**src/sv/rbv_pkg.sv**
```systemverilog
package rbv_pkg;

  localparam int LINE_LENGTH   = 264;
  localparam int LINE_TOTAL    = 628;
  localparam int FRAME_LINE    = 602;
  localparam int ACTIVE_WIDTH  = 200;
  localparam int ACTIVE_HEIGHT = 150;
  localparam int HALF_WIDTH    = ACTIVE_WIDTH / 2;
  localparam int MEM_DEPTH     = 32768;
  localparam int MEM_AW        = $clog2(MEM_DEPTH);
  localparam int PAL_ENTRIES   = 16;

  localparam int OPQ_DEPTH = 4;
  localparam int OPQ_AW    = $clog2(OPQ_DEPTH);

  localparam logic [7:0] PORT_ADDR_HI  = 8'h10;
  localparam logic [7:0] PORT_ADDR_LO  = 8'h11;
  localparam logic [7:0] PORT_VRAM     = 8'h12;
  localparam logic [7:0] PORT_PAL_PTR  = 8'h20;
  localparam logic [7:0] PORT_PAL_DATA = 8'h21;

  localparam logic ACT_TICK  = 1'b0;
  localparam logic ACT_WRITE = 1'b1;

  typedef enum logic [1:0] {
    OP_NOP,
    OP_TICK,
    OP_VWR,
    OP_PWR
  } op_kind_e;

  typedef struct packed {
    logic       action;
    logic [7:0] port;
    logic [7:0] wdata;
  } item_t;

  typedef struct packed {
    logic       pixel_valid;
    logic [7:0] pixel_x;
    logic [7:0] pixel_y;
    logic [7:0] red;
    logic [7:0] green;
    logic [7:0] blue;
    logic       frame_done;
  } result_t;

  typedef struct packed {
    op_kind_e          kind;
    logic              pix_valid;
    logic              nib_hi;
    logic              frame_done;
    logic [7:0]        x;
    logic [7:0]        y;
    logic [MEM_AW-1:0] addr;
    logic [7:0]        data;
    logic [3:0]        pal_entry;
    logic [1:0]        pal_comp;
  } op_t;

endpackage

```
**src/sv/rbv_opq.sv**
```systemverilog
module rbv_opq (
  input  logic         clk_i,
  input  logic         rst_ni,
  input  logic         push_i,
  input  rbv_pkg::op_t op_i,
  output logic         full_o,
  input  logic         pop_i,
  output rbv_pkg::op_t op_o,
  output logic         empty_o
);
  import rbv_pkg::*;

  op_t             slot_q [OPQ_DEPTH];
  logic [OPQ_AW-1:0] wr_q, rd_q;
  logic [OPQ_AW:0]   cnt_q;

  assign full_o  = cnt_q == (OPQ_AW + 1)'(OPQ_DEPTH);
  assign empty_o = cnt_q == '0;
  assign op_o    = slot_q[rd_q];

  always_ff @(posedge clk_i) begin
    if (push_i) begin
      slot_q[wr_q] <= op_i;
    end
  end

  always_ff @(posedge clk_i or negedge rst_ni) begin
    if (!rst_ni) begin
      wr_q  <= '0;
      rd_q  <= '0;
      cnt_q <= '0;
    end else begin
      if (push_i) begin
        wr_q <= wr_q + OPQ_AW'(1);
      end
      if (pop_i) begin
        rd_q <= rd_q + OPQ_AW'(1);
      end
      cnt_q <= cnt_q + (OPQ_AW + 1)'(push_i) - (OPQ_AW + 1)'(pop_i);
    end
  end

endmodule

```
**config.mk**
```make
export PLATFORM = sky130hd
export DESIGN_NAME = rbv_opq
export DESIGN_NICKNAME = d
export VERILOG_FILES = /design/src/sv/rbv_pkg.sv /design/src/sv/rbv_opq.sv
export SDC_FILE = /design/constraint.sdc
export NUM_CORES = 1
export LEC_CHECK = 0
export BUFFER_PORTS_ARGS = -buffer_cell sky130_fd_sc_hd__buf_4
export CAP_MARGIN = 25
export CORE_MARGIN = 4
export CORE_UTILIZATION = 59
export DETAILED_ROUTE_END_ITERATION = 8
export PLACE_DENSITY = 0.81
export SYNTH_ARGS = -nofsm -noshare
export SYNTH_HDL_FRONTEND = slang
export SYNTH_SLANG_ARGS = --single-unit
```
**constraint.sdc**
```tcl
create_clock -name clk_i -period 6.7 [get_ports clk_i]
set_input_delay 1.34 -clock clk_i [delete_from_list [all_inputs] [get_ports clk_i]]
set_output_delay 1.34 -clock clk_i [all_outputs]
set_load 0.01 [all_outputs]
```
==> flow_summary.json <==
{
  "fin_tns_setup_ns": 0,
  "yosysTopAreaCellShare": 0.784,
  "core_area_um2": 12700,
  "max_stage_delay_ns": 0.80,
  "peakVddDrop_uv": 264,
  "yosysWarningCount": 0,
  "layout-drive-gt1-share": 0.444,
  "place_ws_ns": 3.48,
  "grt_pass1_wl_mm": 20.6,
  "dpl-instance-area_um2": 8600,
  "cts_sinks": 207,
  "drt_iter0_markers": 204,
  "hp-start": "wr_q[0]",
  "drc": 0,
  "powerDensity_nw_per_um2": 437,
  "clock_latency_ns": 0.48,
  "antenna_cells": 0,
  "slew_headroom": 0.497,
  "grt_max_degree": 50,
  "synth.cell_area_um2": 7660,
  "overflow": 0,
  "tightest_slew_ns": 0.754,
  "critPathMostFrequentCell": "buf_4",
  "critical_path.top_delay_family": "flip-flops",
  "routedWlPerCell_um": 22.0,
  "final_max_slew_viol_count": 0,
  "setup_viol": 0,
  "placedCellCount": 567,
  "synth.avg_cell_area_um2": 25.9,
  "status": "finished clean",
  "rows": 41,
  "critPathLaunchType": "register",
  "cts_tree": "yes",
  "cts.clk_slew.worst_paths_ns": 0.06,
  "hold_buffers": 0,
  "r2r-start": "wr_q[0]",
  "post-route-util": 0.726,
  "syn-num-nets": 357,
  "postCtsSetupBuffers": 0,
  "cts-root-buf": "clkbuf_16",
  "netlist.top_cell.by_area": "edfxtp_1",
  "final-hold-violation-count": 0,
  "min_to": "wr_q[0]",
  "holdWs_ns": 0.560,
  "vias": 3414,
  "holdPathStages": 1,
  "cap_violations": 0,
  "die_y_um": 122,
  "synth-seq-cells": 207,
  "ant_nets": 0,
  "ys_types": 18,
  "start_util": 0.605,
  "cp.required_ns": 5.36,
  "finalInstanceArea_um2": 9210,
  "area_growth_pct": 20.1,
  "syn_inst": 296,
  "place.gp.congestion": 0.678,
  "hold_path.class": "reg -> reg",
  "fmax_mhz": 272,
  "critical_path.cell_chain": "buf_4, mux4_2, buf_4",
  "reg2reg_slack_ns": 4.62,
  "drt-pass1-iter-count": 4,
  "numCtsBuffers": 20,
  "io_pins": 106,
  "power_mw": 4.02,
  "fin_nets": 478,
  "slowest_stage": "dfrtp_2",
  "r2r_end": "slot_q[0][10]",
  "rr_worst_depth": 4,
  "synth_area_leaders": "edfxtp_1, mux4_2, dfrtp_1",
  "p_leak_nw": 3.21,
  "die-area_um2": 14900,
  "place_hpwl_mm": 7.77,
  "end_kind": "primary output",
  "layout_setup_ws_ns": 3.03,
  "die_w_um": 122,
  "n_fill_cell": 738,
  "antenna_found_initial": 1,
  "grt_usage": 0.185,
  "criticalPathCategory": "reg -> out",
  "crit_arrival_ns": 2.33,
  "post_cts_resized": 0,
  "grt_pass1_vias": 3753,
  "crit_buf_inv": 2,
  "fin_crit_ns": 3.67,
  "clk_path_buf_depth": 3,
  "crit_fanout": 26,
  "viasPerCell": 5.67,
  "stdcell_count": 602,
  "wl_mm": 13.2,
  "rsz0062_at_grt": "no",
  "skew_ns": 0.00993,
  "port_buffers": 105,
  "htree_levels": 1,
  "min_period_over_period": 0.548,
  "ys_seq_area_frac": 0.806
}
-- cells by family (layout without fill, tap and decap cells) --
kind of cell,after synthesis,count (layout),share of synthesized area
AO/OA/AOI/OAI,1,1,0.000652
XOR/XNOR,5,5,0.00571
adder cells (fa/ha/maj),7,7,0.0124
buffers and inverters,18,152,0.0212
flip-flops,207,207,0.806
multiplexers,50,50,0.148
AND/OR/NAND/NOR,8,8,0.00571
-- power breakdown --
| group | switching [mW] | total (mW) | internal (mW) |
|---|---|---|---|
| logic | 0.559 | 1.19 | 0.628 |
| registers | 0.112 | 1.81 | 1.70 |
| clock network | 0.424 | 1.02 | 0.595 |
| total | 1.09 | 4.02 | 2.92 |
-- metal layers --
layer / wire length [um] / GRT usage / up-vias
li1: - / - / 1493
met1: 5360 / 0.259 / 1795
met5: 20 / 0 / -
met3: 878 / 0.0418 / 15
met4: 124 / 0.0329 / 2
met2: 6860 / 0.309 / 109
-- Yosys cell counts --
cell type,count
and3_1,1
inv_1,6
mux4_1,2
xnor2_1,2
o21ai_0,1
buf_12,5
xor2_1,3
edfxtp_1,200
mux4_2,48
clkbuf_1,1
dfrtp_1,7
nand2_1,2
and2_1,4
ha_1,6
fa_1,1
buf_6,1
buf_2,5
nor3_1,1
-- final cells by class --
type,instances,area [um2],share of cell area
Sequential cell,207,6190,0.672
Clock inverter,5,22.5,0.00245
Timing Repair Buffer,111,853,0.0927
Multi-Input combinational cell,71,1330,0.144
Inverter,6,22.5,0.00245
Clock buffer,30,579,0.0629
Tap cell,172,215,0.0234
-- layout by cell type, fill, tap and decap left out, drive strengths merged --
master,Yosys,final
buf,11,111
dfrtp,7,7
fa,1,1
edfxtp,200,200
xnor2,2,2
clkinv,0,5
nand2,2,2
o21ai,1,1
and2,4,4
nor3,1,1
clkbuf,1,30
mux4,50,50
inv,6,6
and3,1,1
ha,6,6
xor2,3,3
-- registers in the layout (all words and copies together), names as in the netlist --
register,count
slot_q,200
cnt_q,3
rd_q,2
wr_q,2
-- how the worst max path moves through the flow --
stage                  from            to  slack [ns]  depth (start not counted)
floorplan            push_i  slot_q[0][0]        3.75                          1
global placement    rd_q[0]      op_o[49]        3.35                          2
detailed placement  rd_q[1]      op_o[11]        3.48                          3
CTS                 rd_q[1]      op_o[11]        2.98                          3
global route        rd_q[1]      op_o[11]        2.93                          3
finish              rd_q[1]      op_o[11]        3.03                          3
Power figures use the tool's default switching activity.
