--- src/sv/rbv_pkg.sv ---
package rbv_pkg;

  localparam int LINE_LENGTH   = 264;
  localparam int LINE_TOTAL    = 628;
  localparam int FRAME_LINE    = 602;
  localparam int ACTIVE_WIDTH  = 200;
  localparam int ACTIVE_HEIGHT = 150;
  localparam int HALF_WIDTH    = ACTIVE_WIDTH / 2;
  localparam int MEM_DEPTH     = 32768;
  localparam int MEM_AW        = $clog2(MEM_DEPTH);
  localparam int PAL_ENTRIES   = 16;

  localparam int OPQ_DEPTH = 4;
  localparam int OPQ_AW    = $clog2(OPQ_DEPTH);

  localparam logic [7:0] PORT_ADDR_HI  = 8'h10;
  localparam logic [7:0] PORT_ADDR_LO  = 8'h11;
  localparam logic [7:0] PORT_VRAM     = 8'h12;
  localparam logic [7:0] PORT_PAL_PTR  = 8'h20;
  localparam logic [7:0] PORT_PAL_DATA = 8'h21;

  localparam logic ACT_TICK  = 1'b0;
  localparam logic ACT_WRITE = 1'b1;

  typedef enum logic [1:0] {
    OP_NOP,
    OP_TICK,
    OP_VWR,
    OP_PWR
  } op_kind_e;

  typedef struct packed {
    logic       action;
    logic [7:0] port;
    logic [7:0] wdata;
  } item_t;

  typedef struct packed {
    logic       pixel_valid;
    logic [7:0] pixel_x;
    logic [7:0] pixel_y;
    logic [7:0] red;
    logic [7:0] green;
    logic [7:0] blue;
    logic       frame_done;
  } result_t;

  typedef struct packed {
    op_kind_e          kind;
    logic              pix_valid;
    logic              nib_hi;
    logic              frame_done;
    logic [7:0]        x;
    logic [7:0]        y;
    logic [MEM_AW-1:0] addr;
    logic [7:0]        data;
    logic [3:0]        pal_entry;
    logic [1:0]        pal_comp;
  } op_t;

endpackage

--- src/sv/rbv_front.sv ---
module rbv_front (
  input  logic          clk_i,
  input  logic          rst_ni,
  input  logic          accept_i,
  input  rbv_pkg::item_t item_i,
  output rbv_pkg::op_t   op_o
);
  import rbv_pkg::*;

  logic [8:0]  col_q, col_d;
  logic [9:0]  line_q, line_d;
  logic [15:0] mptr_q, mptr_d;
  logic [7:0]  pptr_q, pptr_d;

  logic [8:0]  col_n;
  logic [9:0]  line_n;
  logic        wrap;
  logic [15:0] raddr;
  logic [15:0] div_prod;
  logic [6:0]  pal_entry;
  logic [7:0]  pal_rem;

  // Reduce a 16-bit address into the memory range by repeated subtraction.
  function automatic logic [MEM_AW-1:0] mem_mod(input logic [15:0] v);
    logic [16:0] r;
    r = {1'b0, v};
    for (int k = 0; k < 4; k++) begin
      if (r >= 17'(MEM_DEPTH)) begin
        r = r - 17'(MEM_DEPTH);
      end
    end
    return r[MEM_AW-1:0];
  endfunction

  assign col_n  = col_q + 9'd1;
  assign line_n = line_q + 10'd1;
  assign wrap   = col_n >= 9'(LINE_LENGTH);
  assign raddr  = 16'(line_q[7:0]) * 16'(HALF_WIDTH) + 16'(col_n[8:1]);

  // Divide the palette pointer by three with a reciprocal multiply.
  assign div_prod  = 16'(pptr_q) * 16'd171;
  assign pal_entry = div_prod[15:9];
  assign pal_rem   = pptr_q - {pal_entry, 1'b0} - {1'b0, pal_entry};

  always_comb begin
    col_d  = col_q;
    line_d = line_q;
    mptr_d = mptr_q;
    pptr_d = pptr_q;
    op_o   = '0;
    op_o.kind = OP_NOP;
    if (item_i.action == ACT_TICK) begin
      op_o.kind      = OP_TICK;
      op_o.pix_valid = (col_n < 9'(ACTIVE_WIDTH)) && (line_q < 10'(ACTIVE_HEIGHT));
      op_o.nib_hi    = col_n[0];
      op_o.x         = col_n[7:0];
      op_o.y         = line_q[7:0];
      op_o.addr      = mem_mod(raddr);
      col_d          = col_n;
      if (wrap) begin
        col_d           = '0;
        line_d          = line_n;
        op_o.frame_done = line_n == 10'(FRAME_LINE);
        if (line_n >= 10'(LINE_TOTAL)) begin
          line_d = '0;
        end
      end
    end else begin
      case (item_i.port)
        PORT_ADDR_HI: begin
          mptr_d = {item_i.wdata, mptr_q[7:0]};
        end
        PORT_ADDR_LO: begin
          mptr_d = {mptr_q[15:8], item_i.wdata};
        end
        PORT_VRAM: begin
          op_o.kind = OP_VWR;
          op_o.addr = mem_mod(mptr_q);
          op_o.data = item_i.wdata;
          mptr_d    = mptr_q + 16'd1;
        end
        PORT_PAL_PTR: begin
          pptr_d = item_i.wdata;
        end
        PORT_PAL_DATA: begin
          if (pal_entry[6:4] == 3'd0) begin
            op_o.kind      = OP_PWR;
            op_o.pal_entry = pal_entry[3:0];
            op_o.pal_comp  = pal_rem[1:0];
            op_o.data      = {item_i.wdata[4:0], 3'b000};
          end
        end
        default: begin
        end
      endcase
    end
  end

  always_ff @(posedge clk_i or negedge rst_ni) begin
    if (!rst_ni) begin
      col_q  <= '0;
      line_q <= '0;
      mptr_q <= '0;
      pptr_q <= '0;
    end else if (accept_i) begin
      col_q  <= col_d;
      line_q <= line_d;
      mptr_q <= mptr_d;
      pptr_q <= pptr_d;
    end
  end

endmodule

--- config.mk ---
export PLATFORM = sky130hd
export DESIGN_NAME = rbv_front
export DESIGN_NICKNAME = d
export VERILOG_FILES = /design/src/sv/rbv_pkg.sv /design/src/sv/rbv_front.sv
export SDC_FILE = /design/constraint.sdc
export NUM_CORES = 1
export LEC_CHECK = 0
export ABC_AREA = 1
export ABC_CLOCK_PERIOD_IN_PS = 5900
export BUFFER_PORTS_ARGS = -buffer_cell sky130_fd_sc_hd__buf_4
export CORE_MARGIN = 5
export CORE_UTILIZATION = 60
export CTS_BUF_LIST = sky130_fd_sc_hd__clkbuf_2 sky130_fd_sc_hd__clkbuf_4 sky130_fd_sc_hd__clkbuf_8
export CTS_CLUSTER_DIAMETER = 40
export CTS_CLUSTER_SIZE = 28
export DETAILED_ROUTE_END_ITERATION = 8
export PLACE_DENSITY_LB_ADDON = 0.2
export SLEW_MARGIN = 20
export SYNTH_ARGS = -nofsm -noshare
export SYNTH_HDL_FRONTEND = slang
export SYNTH_SLANG_ARGS = --single-unit
--- constraint.sdc ---
create_clock -name clk_i -period 5.9 [get_ports clk_i]
set_input_delay 1.18 -clock clk_i [delete_from_list [all_inputs] [get_ports clk_i]]
set_output_delay 1.18 -clock clk_i [all_outputs]
set_load 0.02 [all_outputs]
==> impl_metrics.ini <==
[timing]
report.final.setup_viol = 0
hold_violations = 0
slew-limit-headroom_pct = 54.0
setup_tns_ns = 0
finClkSkew_ns = 0.0149
min_period_ns = 5.60
tightest_slew_ns = 0.687
maxSlewViolCount = 0
timing.fmax_ghz = 0.179
min_period_over_period_pct = 95.0

[critical_path]
path_common_cell = nand2_1
slowest_delay_ns = 0.53
start_kind = flop
cpMaxStageDelayCell = fa_1
crit_type = reg2out
cp.required_ns = 4.72
cp_cell_sequence = ha_4, fa_1, fa_1, inv_1, fa_1, inv_1, ha_1, nand2_1, inv_1, nand2_1, nand3b_1, nand2_1, inv_1, ha_1, xor2_2, nand3_1, nand2_1, nand2_1, a21oi_1, buf_4
cp-end-kind = primary output
arrival_ns = 4.42
crit_fanout = 7

[synthesis]
synth_cell_types = 49
synth_most_common_cell = nand2_1
synth_fa_ha_area_share_pct = 24.4
synthSimpleGateAreaFrac_pct = 30.2
synth_top_family_by_area = simple AND/OR/NAND/NOR gates
yosys_warnings = 0
synthXorXnorAreaFrac_pct = 3.10
synth_commonest_cells = nand2_1 (194), inv_1 (147), ha_1 (84)
synth_top_cell_by_area = dfrtp_1
ys_seq_elements = 42
synthTopCellsByArea = dfrtp_1 (19%), ha_1 (19%), nand2_1 (13%)
synth_edf_count = 0
synth_nets = 929
synth_compound_gate_area_share_pct = 11.7
yosys.area.top_type_share_pct = 18.7
ys_seq_area_share_pct = 18.7
syn_area_per_cell_sq_um = 6.94
muxShareOfSynthArea_pct = 0.401
syn_inst = 809
ys_async_sr_fraction_pct = 100
syn-cell-area_sq_um = 5620
synthFlopType = dfrtp_1

[floorplanning]
die_h_um = 107
die_w_um = 107
die_area_sq_um = 11400
core-area_sq_um = 9200
rows = 35
initial_utilization_pct = 61.1
ioPinCount = 70

[drt]
wl_per_cell_um = 14.7
viasPerCell = 5.56
vias = 5480
dr.first_iter.drc_count = 310
drt_first_pass_iters = 8
totalWireLength_um = 14500
remaining_drc_errors = 0
antenna_left = 0

[grt]
grt_pass1_vias = 5366
grt_max_degree = 43
antenna_found_initial = 0
track_usage_pct = 26.4
grt_overflow = 0
grt_pass1_wl_um = 24800

[finish]
diodes = 0
drive_above_1_share_pct = 14.2
syn2layout_area_growth_pct = 12.8
final_nets = 993
fin_util_pct = 68.9

[power_and_ir_drop]
powerDensity_nw_per_um2 = 195
leakage_nw = 3.55
peakVddDrop_v = 0.000182

[status]
status = finished clean

[clock_tree]
cts.sinks = 42
numCtsBuffers = 5
htree_num_levels = 2
insertion_delay_ns = 0.30
cts_max_path_buffers = 2
path_clk_slew_ns = 0.09
cts_hold_buf = 0
cts_tree = yes
cts-root-buf = clkbuf_8

[place]
port_buffers = 69
dp_hpwl_um = 11700
gp_congestion = 0.913

[hold_path]
hold_class = reg2reg

[job]
cap_viol_max_count = 0
==> kinds of logic (layout without fill, tap and decap cells) <==
| logic type | after synthesis | in the layout |
|---|---|---|
| fa+ha+maj | 100 | 100 |
| compound gates | 108 | 108 |
| xor+xnor | 19 | 19 |
| flops | 42 | 42 |
| buf+inv | 163 | 228 |
| simple gates | 375 | 375 |
| mux | 2 | 2 |
==> final timing paths <==
kind / startpoint / endpoint / slack [ns] / cells after the start
setup / recovery: pptr_q[1] / op_o[1] / 0.30 / 20
min in group asynchronous: rst_ni / mptr_q[11] / 0.85 / 1
hold / removal: col_q[6] / col_q[6] / 0.54 / 2
max in group asynchronous: rst_ni / pptr_q[1] / 4.60 / 1
setup reg to reg: line_q[0] / line_q[7] / 3.54 / 9
hold reg to reg: col_q[6] / col_q[6] / 0.54 / 2
==> power breakdown <==
part / internal (mW) / switching (mW) / total [mW]
combinational: 0.225 / 0.395 / 0.620
clock: 0.131 / 0.112 / 0.243
sequential: 0.322 / 0.0513 / 0.373
==> layout make-up <==
type,instances,area [sq um]
Inverter,151,569
Timing Repair Buffer,69,518
Sequential cell,42,1050
Fill cell,828,2860
Clock buffer,6,76.3
Clock inverter,2,37.5
Tap cell,111,139
Multi-Input combinational cell,604,3940
==> stage by stage <==
stage	hold slack [ns]	worst slack (ns)	cells	power (mW)	area, sq um
2_1_floorplan	0.476	0.708	809	0.798	5620
3_3_place_gp	0.505	0.617	977	0.973	6200
3_5_place_dp	0.517	0.476	977	0.992	6200
4_1_cts	0.539	0.156	985	1.24	6310
5_1_grt	0.572	-0.00230	985	1.33	6330
6_report	0.537	0.298	985	1.24	6330
==> metal layers <==
layer | vias up | share of wire (%) | global-route usage (%)
li1 | 2759 | - | -
met1 | 2562 | 44 | 34.3
met2 | 143 | 49 | 47.1
met3 | 16 | 5.5 | 3.43
met4 | 0 | 1.1 | 5.39
met5 | - | 0 | 0
==> sequential cells by signal, indices dropped and copies added (netlist names) <==
signal and count:
mptr_q 15, line_q 10, pptr_q 8, col_q 9
==> worst max-delay path: cells and delay by family (launching register included) <==
kind | cells | cell delay, ns
flip-flops | 1 | 0.50
AO/OA/AOI/OAI | 1 | 0.14
buffers and inverters | 5 | 0.42
AND/OR/NAND/NOR | 7 | 0.64
adder cells (fa/ha/maj) | 6 | 2.31
XOR/XNOR | 1 | 0.14
==> cells in the final DEF (no fill, tap or decap), types with 5 or more instances in the layout <==
| cell | count |
|---|---|
| nand2_1 | 194 |
| inv_1 | 147 |
| ha_1 | 83 |
| buf_4 | 69 |
| nor2_1 | 63 |
| nand3_1 | 57 |
| dfrtp_1 | 41 |
| a21oi_1 | 34 |
| o21ai_0 | 32 |
| nand4_1 | 23 |
| o21ai_2 | 16 |
| fa_1 | 16 |
| xor2_1 | 13 |
| o22ai_1 | 10 |
| nor3_1 | 9 |
| clkbuf_8 | 5 |
==> repair_timing <==
item	4_1_cts	5_1_grt
gates resized for setup	0	4
setup endpoints to repair	0	7
buffers inserted	0	0
Note: power is estimated with default switching activity, not from simulation.
